<file path="src/rtl/apsp_relax.sv">
`timescale 1ns / 1ps
// Shared relaxation unit: saturating add of two path costs, compare against
// the stored cost, registered write-back request. No package dependencies.
module apsp_relax #(
    parameter int DIST_WIDTH = 16,
    parameter int AW         = 12,
    parameter int VW         = 7
) (
    input  logic                  aclk,
    input  logic                  aresetn,
    input  logic                  in_valid,
    input  logic [DIST_WIDTH-1:0] ik,
    input  logic [DIST_WIDTH-1:0] kj,
    input  logic [DIST_WIDTH-1:0] ij,
    input  logic [AW-1:0]         in_addr,
    input  logic [VW-1:0]         in_via,
    output logic                  we,
    output logic [AW-1:0]         waddr,
    output logic [DIST_WIDTH-1:0] wcost,
    output logic [VW-1:0]         wvia
);

    logic [DIST_WIDTH:0]   sum;
    logic [DIST_WIDTH-1:0] sat;
    logic                  better;
    logic                  we_reg;
    logic [AW-1:0]         waddr_reg;
    logic [DIST_WIDTH-1:0] wcost_reg;
    logic [VW-1:0]         wvia_reg;

    assign sum    = {1'b0, ik} + {1'b0, kj};
    assign sat    = sum[DIST_WIDTH] ? {DIST_WIDTH{1'b1}} : sum[DIST_WIDTH-1:0];
    assign better = sat < ij;

    always_ff @(posedge aclk) begin
        if (!aresetn) begin
            we_reg <= 1'b0;
        end else begin
            we_reg <= in_valid && better;
        end
        waddr_reg <= in_addr;
        wcost_reg <= sat;
        wvia_reg  <= in_via;
    end

    assign we    = we_reg;
    assign waddr = waddr_reg;
    assign wcost = wcost_reg;
    assign wvia  = wvia_reg;

endmodule

</file>
<file path="config.mk">
export PLATFORM = sky130hd
export DESIGN_NAME = apsp_relax
export DESIGN_NICKNAME = d
export VERILOG_FILES = /design/src/rtl/apsp_relax.sv
export SDC_FILE = /design/constraint.sdc
export NUM_CORES = 1
export LEC_CHECK = 0
export ABC_AREA = 1
export BUFFER_PORTS_ARGS = -buffer_cell sky130_fd_sc_hd__buf_2
export CELL_PAD_IN_SITES_DETAIL_PLACEMENT = 0
export CELL_PAD_IN_SITES_GLOBAL_PLACEMENT = 1
export CORE_MARGIN = 3
export CORE_UTILIZATION = 33
export DETAILED_ROUTE_END_ITERATION = 8
export GPL_TIMING_DRIVEN = 0
export PLACE_DENSITY_LB_ADDON = 0.1
export SLEW_MARGIN = 20
export SYNTH_ARGS = -nofsm -noshare
export SYNTH_HDL_FRONTEND = slang
export SYNTH_SLANG_ARGS = --single-unit
export TNS_END_PERCENT = 5
</file>
<file path="constraint.sdc">
create_clock -name aclk -period 4.55 [get_ports aclk]
set_clock_uncertainty 0.05 [all_clocks]
set_input_delay 0.2275 -clock aclk [delete_from_list [all_inputs] [get_ports aclk]]
set_output_delay 0.2275 -clock aclk [all_outputs]
set_load 0.1 [all_outputs]
</file>
==> results.json, run 1 <==
{
  "cts_tree": "yes",
  "yosys.area_share.simple": 0.206,
  "slew_viol_final": 0,
  "grt_overflow": 0,
  "dieArea_um2": 7000,
  "die_x_um": 83.7,
  "crit_path_frequent_cell": "nand2_1",
  "fin_cells": 452,
  "outcome": "finished, final reports clean",
  "drtIter0Drc": 22,
  "placed_cells": 425,
  "crit_type": "input pin to register",
  "cts_htree_levels": 2,
  "core_area_um2": 5680,
  "hold_violations": 0,
  "synth_fa_ha_area_frac": 0.205,
  "ys_warn_count": 0,
  "p_leak_nw": 1.62,
  "syn_area_per_cell_um2": 8.03,
  "gr-max-usage-layer": "met2",
  "nets": 481,
  "area_growth_pct": 45.9,
  "synthMuxAreaShare": 0,
  "clockPowerShare": 0.235,
  "timing.fmax_ghz": 0.379,
  "cts_setup_buffers": 0,
  "met1_usage": 0.184,
  "cpPeakStageDelay_ps": 380,
  "cp_cell_sequence": "buf_2, ha_1, fa_1, nand2_1, nand2_1, nand3_1, nand2_2, nand2_1, and2_1, buf_6, a21boi_0, o21ai_0, ha_1, a21oi_1, o21ai_0, nand4_1, o2111ai_1, a21oi_1",
  "powerDensity_nw_per_um2": 395,
  "path_buf_inv": 2,
  "initial_core_util": 0.351,
  "final_cell_mix": "105 x buf_2, 54 x nand2_1, 42 x inv_1, 36 x dfxtp_1, 31 x ha_1",
  "grt_pass1_vias": 1977,
  "power_mw": 1.15,
  "route.detailed.drc": 0,
  "post-dp-hpwl_um": 4220,
  "grt_max_degree": 12,
  "worstPathArrival_ps": 2800,
  "synth_top_family_by_area": "simple AND/OR/NAND/NOR gates",
  "min_period_ps": 2640,
  "pwr-share-seq": 0.311,
  "cpMaxStageDelayCell": "fa_1",
  "end_kind": "register",
  "ys_ff_latch": 36,
  "grt_pass1_wl_um": 8660,
  "largest_reg_flops": 16,
  "required_ps": 4710,
  "synth_xor_area_frac": 0.00440,
  "path_delay_family": "adder cells",
  "syn_nets": 350,
  "wl_per_cell_um": 11.4,
  "hold_ws_ps": 215,
  "cts.sinks": 36,
  "use_met3": 0.0355,
  "finalCritPeriodShare": 0.581,
  "cts.path.max_buffers": 2,
  "drive_gt1_frac": 0.332,
  "pin_count": 106,
  "critPathLaunchType": "input pin",
  "peakVddDrop_v": 0.000252,
  "grt_util_met2": 0.248,
  "setup_violations": 0,
  "cts_buffers": 5,
  "synthCells": 248,
  "path_max_fanout": 7,
  "num_antenna_cells": 0,
  "grt_antenna_before_repair": 0,
  "slew_headroom": 0.670,
  "min_path_type": "input pin to register",
  "p_int_mw": 0.642,
  "root_buffer": "clkbuf_8",
  "power_frac_comb": 0.454,
  "rsz0062_at_grt": "no",
  "portBuffers": 105,
  "finalWirelength_um": 5170,
  "fin_setup_tns_ps": 0,
  "mostFrequentLayoutCell": "buf_2",
  "switching_power_mw": 0.506,
  "ys_types": 31,
  "worstMarginPinSlew_ps": 498,
  "std_cell_rows": 27,
  "path_clk_slew_ps": 70,
  "synth_compound_area_frac": 0.132,
  "grt_usage": 0.148,
  "synthesis.area_um2": 1990,
  "switching_share": 0.441,
  "drtPass1Iterations": 4,
  "fillCellCount": 569,
  "ant_nets": 0,
  "die_y_um": 83.7,
  "vias": 1998,
  "yosysSeqAreaShare": 0.362,
  "viasPerCell": 4.42,
  "max-cap-violations": 0,
  "place.gp.congestion": 0.845,
  "cts_resized": 0
}
[metal layers]
| metal | part of all wire | up-vias |
|---|---|---|
| met2 | 0.44 | 76 |
| li1 | - | 1076 |
| met4 | 0.019 | 0 |
| met1 | 0.46 | 836 |
| met3 | 0.078 | 10 |
| met5 | 0 | - |
[Yosys cell counts]
| library cell | n | share of area |
|---|---|---|
| and2_1 | 2 | 0.0063 |
| nand3_1 | 13 | 0.033 |
| o211ai_1 | 1 | 0.0038 |
| o21ai_2 | 2 | 0.0088 |
| nor2_1 | 9 | 0.017 |
| a21boi_2 | 1 | 0.0057 |
| or2_2 | 5 | 0.016 |
| a21boi_0 | 3 | 0.011 |
| nand2_2 | 1 | 0.0031 |
| buf_6 | 2 | 0.011 |
| a21oi_2 | 1 | 0.0044 |
| a31oi_2 | 1 | 0.0063 |
| inv_1 | 42 | 0.079 |
| a311oi_1 | 1 | 0.0044 |
| a21o_1 | 1 | 0.0038 |
| or2_1 | 1 | 0.0031 |
| a31oi_1 | 2 | 0.0063 |
| and3_1 | 1 | 0.0031 |
| a211oi_1 | 2 | 0.0075 |
| nand2_1 | 54 | 0.10 |
| o2111ai_1 | 1 | 0.0044 |
| nor3_1 | 2 | 0.0050 |
| fa_1 | 1 | 0.010 |
| nand3b_1 | 1 | 0.0038 |
| dfxtp_1 | 36 | 0.36 |
| nand4_1 | 3 | 0.0094 |
| o21ai_0 | 9 | 0.023 |
| a21oi_1 | 17 | 0.043 |
| nand3_2 | 1 | 0.0050 |
| xor2_1 | 1 | 0.0044 |
| ha_1 | 31 | 0.19 |
[power groups by stage]
stage,sequential [mW],combinational [mW],clock (mW)
after detailed placement,0.365,0.512,0
final,0.357,0.521,0.270
after global routing,0.360,0.562,0.292
after global placement,0.363,0.509,0
after CTS,0.357,0.526,0.278
after floorplan,0.615,0.156,0
[metrics by stage]
stage                     utilization  worst slack, ps  area (um2)
final                           0.512             1910        2900
after global placement          0.459             1600        2610
after detailed placement        0.459             1560        2610
after global routing            0.512             1660        2900
after CTS                       0.512             1850        2900
after floorplan                     -             2050        1990
[logic make-up (layout without fill, tap and decap cells)]
family | count (synthesis) | after routing
buf+inv | 44 | 176
fa+ha+maj | 32 | 32
simple gates | 93 | 93
xor+xnor | 1 | 1
flops | 36 | 36
compound gates | 42 | 42
[repair_timing]
action,CTS,global route
setup endpoints to repair,0,0
hold buffers,19,0
hold endpoints to repair,19,0
[final timing paths]
check / from / endpoint / cells after the start
worst max-delay path: ik[0] / we / 18
worst min-delay path: kj[0] / wcost[0] / 4
[cell type report]
type | instances | area, um2 | share of cell area
clock inverters | 2 | 35.0 | 0.0121
flip-flops and latches | 36 | 721 | 0.248
repair buffers | 124 | 716 | 0.246
plain buffers | 2 | 22.5 | 0.00776
multi-input cells | 168 | 1090 | 0.375
well taps | 72 | 90.1 | 0.0310
inverters | 42 | 158 | 0.0543
clock buffers | 6 | 72.6 | 0.0250
No activity file was read; power rests on OpenSTA's default activity.
==> run 2: changes to the inputs <==
Settings changed: CORE_UTILIZATION 33 to 28.
Clock period 4.55 ns to 2.12 ns, I/O delays scaled along.
==> run 2 against run 1 <==
Net effect:
- the flow now finishes with violations (setup timing)
- clock power grew 120%
- final area grew 17%
- critical path depth is the same
- die area grew 17%
- via count grew 3.0%
- setup slack lost 2000 ps
- wire length grew 4.5%
- count of clock-buffer cells in the layout is the same
- sequential share of layout area shrank 3.7 points
- sequential cell count is the same
==> results.json, run 2 (synthesis results as in run 1) <==
{
  "timing.fmax_ghz": 0.449,
  "root_buffer": "clkbuf_8",
  "end_kind": "register",
  "mostFrequentLayoutCell": "buf_2",
  "slew_viol_final": 0,
  "cts.path.max_buffers": 2,
  "largest_reg_flops": 16,
  "initial_core_util": 0.291,
  "viasPerCell": 4.17,
  "pin_count": 106,
  "drive_gt1_frac": 0.469,
  "grt_overflow": 0,
  "dieArea_um2": 8160,
  "peakVddDrop_v": 0.000310,
  "drtIter0Drc": 31,
  "die_x_um": 90.3,
  "hold_violations": 0,
  "vias": 2057,
  "worstMarginPinSlew_ps": 496,
  "cpMaxStageDelayCell": "fa_2",
  "fillCellCount": 672,
  "core_area_um2": 6830,
  "crit_type": "input pin to register",
  "setup_violations": 1,
  "min_path_type": "input pin to register",
  "path_clk_slew_ps": 80,
  "outcome": "complete, but fails checks",
  "post-dp-hpwl_um": 4150,
  "cts_buffers": 5,
  "cpPeakStageDelay_ps": 350,
  "violations": "setup timing",
  "final_cell_mix": "103 x buf_2, 48 x nand2_1, 41 x inv_1, 36 x dfxtp_1, 19 x dlygate4sd3_1",
  "std_cell_rows": 30,
  "slew_headroom": 0.671,
  "finalCritPeriodShare": 1.05,
  "drtPass1Iterations": 4,
  "max-cap-violations": 0,
  "cts.sinks": 36,
  "wl_per_cell_um": 11.0,
  "powerDensity_nw_per_um2": 787,
  "cp_cell_sequence": "buf_6, ha_4, fa_2, nand2_2, nand2_2, nand3_2, nand2_4, nand2_2, and2_4, buf_8, a21boi_2, o21ai_1, ha_1, a21oi_2, o21ai_2, nand4_1, o2111ai_2, a21oi_1",
  "ff_latch_area_um2": 721,
  "placed_cells": 449,
  "grt_usage": 0.130,
  "finalWirelength_um": 5400,
  "min_period_ps": 2230,
  "worstPathArrival_ps": 2390,
  "path_delay_family": "adder cells",
  "cts_tree": "yes",
  "hold_ws_ps": 73.0,
  "cts_htree_levels": 2,
  "grt_max_degree": 12,
  "portBuffers": 105,
  "grt_pass1_vias": 2005,
  "route.detailed.drc": 0,
  "required_ps": 2280,
  "p_leak_nw": 1.75,
  "path_max_fanout": 7,
  "path_buf_inv": 2,
  "crit_path_frequent_cell": "nand2_2",
  "nets": 498,
  "place.gp.congestion": 0.769,
  "fin_cells": 493,
  "grt_antenna_before_repair": 0,
  "ant_nets": 0,
  "area_growth_pct": 71.2,
  "grt_pass1_wl_um": 8760,
  "num_antenna_cells": 0,
  "fin_ws_ps": -106,
  "multi_input_comb_area_um2": 1370,
  "die_y_um": 90.3,
  "fin_setup_tns_ps": -106,
  "rsz0062_at_grt": "yes",
  "critPathLaunchType": "input pin"
}
-- run 2: area by class of cell --
type,instances,area share
buffer,2,0.0103
clock inverter,2,0.0103
multi-input combinational,168,0.402
tap,96,0.0352
sequential,36,0.211
inverter,42,0.0463
timing repair buffer,141,0.263
clock buffer,6,0.0213
-- run 2: power breakdown --
| part | total (mW) | switching (mW) | internal [mW] |
|---|---|---|---|
| clock | 0.585 | 0.236 | 0.349 |
| combinational | 1.33 | 0.919 | 0.415 |
| sequential | 0.764 | 0.0142 | 0.749 |
-- run 2: repair_timing --
item	4_1_cts	5_1_grt
hold buffers	19	0
endpoints found under the setup margin	1	1
resized for setup	31	19
gates cloned	1	0
hold endpoints to repair	19	0
pin swaps	18	6
setup buffers	16	0
-- run 2: final timing paths --
| check | startpoint | endpoint | slack, ps | cells past startpoint |
|---|---|---|---|---|
| setup / recovery | kj[0] | we | -110 | 18 |
| hold / removal | ik[0] | wcost[0] | 70 | 4 |
-- run 2: through the flow --
stage	cell area (um2)	power, mW	util	setup slack, ps
6_report	3410	2.68	0.499	-106
5_1_grt	3410	2.87	0.499	-215
4_1_cts	3330	2.68	0.487	-103
3_5_place_dp	2730	1.92	0.399	-549
2_1_floorplan	2080	1.69	-	-161
3_3_place_gp	2730	1.92	0.399	-579
-- run 2: layer usage --
metal  part of all wire  wire [um]  vias to the layer above  track usage
met5                  0          0                        -            0
met1               0.50       2670                      860        0.176
met2               0.44       2350                       82        0.210
met4              0.011         59                        0       0.0344
met3              0.058        311                        6       0.0275
li1                   -          -                     1109            -
-- run 2: worst min-delay path, stage by stage --
cell     delay, ps
buf_6           70
ha_4           110
inv_1           40
nand2_1         50
==> run 3: changes to the inputs <==
Settings changed: SKIP_CTS_REPAIR_TIMING set to 1.
==> run 3 against run 2 <==
Net effect:
- the run still ends with setup timing left
- sequential cell count unchanged
- sequential share of layout area up 0.070 points
- die area unchanged
- worst hold slack worse by 0.54 ps
- setup slack worse by 31 ps
- non-clock buffer count down 5
- clock power about the same
- sequential power about the same
- critical path depth unchanged
- critical path type unchanged
==> results.json, run 3 (synthesis results as in run 1) <==
{
  "drtIter0Drc": 30,
  "grt_util_met2": 0.183,
  "area_growth_pct": 70.6,
  "ant_nets": 0,
  "slew_viol_final": 0,
  "stdcell_area_um2": 3400,
  "drtPass1Iterations": 4,
  "power_mw": 2.68,
  "worstMarginPinSlew_ps": 496,
  "std_cell_rows": 30,
  "min_path_type": "input pin to register",
  "p_leak_nw": 1.72,
  "place.gp.congestion": 0.769,
  "gr-max-usage-layer": "met2",
  "wl_per_cell_um": 11.2,
  "slew_headroom": 0.671,
  "required_ps": 2280,
  "cts.sinks": 36,
  "core_area_um2": 6830,
  "root_buffer": "clkbuf_8",
  "post-route-util": 0.497,
  "drive_gt1_frac": 0.472,
  "peakVddDrop_v": 0.000318,
  "vias": 2038,
  "mostFrequentLayoutCell": "buf_2",
  "post-dp-hpwl_um": 4150,
  "finalCritPeriodShare": 1.06,
  "grt_pass1_vias": 1832,
  "end_kind": "register",
  "nets": 493,
  "cts_htree_levels": 2,
  "route.detailed.drc": 0,
  "fin_cells": 488,
  "use_met3": 0.0317,
  "rsz0062_at_grt": "yes",
  "cts_buffers": 5,
  "pin_count": 106,
  "die_y_um": 90.3,
  "powerDensity_nw_per_um2": 789,
  "final_cell_mix": "101 x buf_2, 49 x nand2_1, 41 x inv_1, 36 x dfxtp_1, 19 x dlygate4sd3_1",
  "max-cap-violations": 0,
  "setup_violations": 1,
  "num_antenna_cells": 0,
  "grt_pass1_wl_um": 7960,
  "fin_ws_ps": -136,
  "initial_core_util": 0.291,
  "portBuffers": 105,
  "viasPerCell": 4.18,
  "crit_type": "input pin to register",
  "die_x_um": 90.3,
  "met1_usage": 0.162,
  "path_max_fanout": 8,
  "cts.path.max_buffers": 2,
  "place_area_um2": 2730,
  "grt_antenna_before_repair": 0,
  "place_ws_ps": -549,
  "path_clk_slew_ps": 80,
  "outcome": "complete, but fails checks",
  "grt_max_degree": 12,
  "critPathLaunchType": "input pin",
  "timing.fmax_ghz": 0.443,
  "placed_cells": 449,
  "grt_usage": 0.118,
  "finalWirelength_um": 5480,
  "hold_violations": 0,
  "cts_tree": "yes",
  "dieArea_um2": 8160,
  "worstPathArrival_ps": 2420,
  "largest_reg_flops": 16,
  "grt_overflow": 0,
  "violations": "setup timing",
  "min_period_ps": 2260
}
-- run 3: layout make-up --
class	instances	area (um2)
inverters	42	158
flip-flops and latches	36	721
well taps	96	120
clock inverters	2	35.0
fillers	681	3430
plain buffers	2	31.3
repair buffers	136	841
multi-input cells	168	1420
clock buffers	6	72.6
-- run 3: layer usage --
| layer | wire length, um | vias to the layer above |
|---|---|---|
| met1 | 2720 | 861 |
| met5 | 0 | - |
| li1 | - | 1097 |
| met3 | 304 | 2 |
| met4 | 36 | 0 |
| met2 | 2420 | 78 |
-- run 3: stage by stage --
stage	hold WS [ps]	TNS (ps)
after global routing	62.4	-277
after detailed placement	160	-549
final	72.5	-136
after global placement	158	-579
after CTS	-138	-262
after floorplan	83.7	-161
-- run 3: where the power goes --
part	internal, mW	leakage, nW	switching (mW)	total, mW
clock network	0.349	0.0552	0.237	0.586
logic	0.405	1.36	0.927	1.33
registers	0.749	0.303	0.0142	0.764
-- run 3: final timing paths --
check / startpoint / cells after the start / endpoint / slack (ps)
worst max-delay path: kj[0] / 18 / we / -140
worst min-delay path: ik[0] / 4 / wcost[0] / 70
-- run 3: critical path: stages --
cell,delay [ps]
buf_6,100
ha_4,150
fa_2,350
nand2_2,80
nand2_2,50
nand3_2,70
nand2_4,70
nand2_1,80
and2_1,130
buf_6,140
buf_12,130
nand3_4,70
ha_4,240
a21oi_2,120
nor2_1,50
a211oi_1,210
nand2_1,120
a21oi_1,140
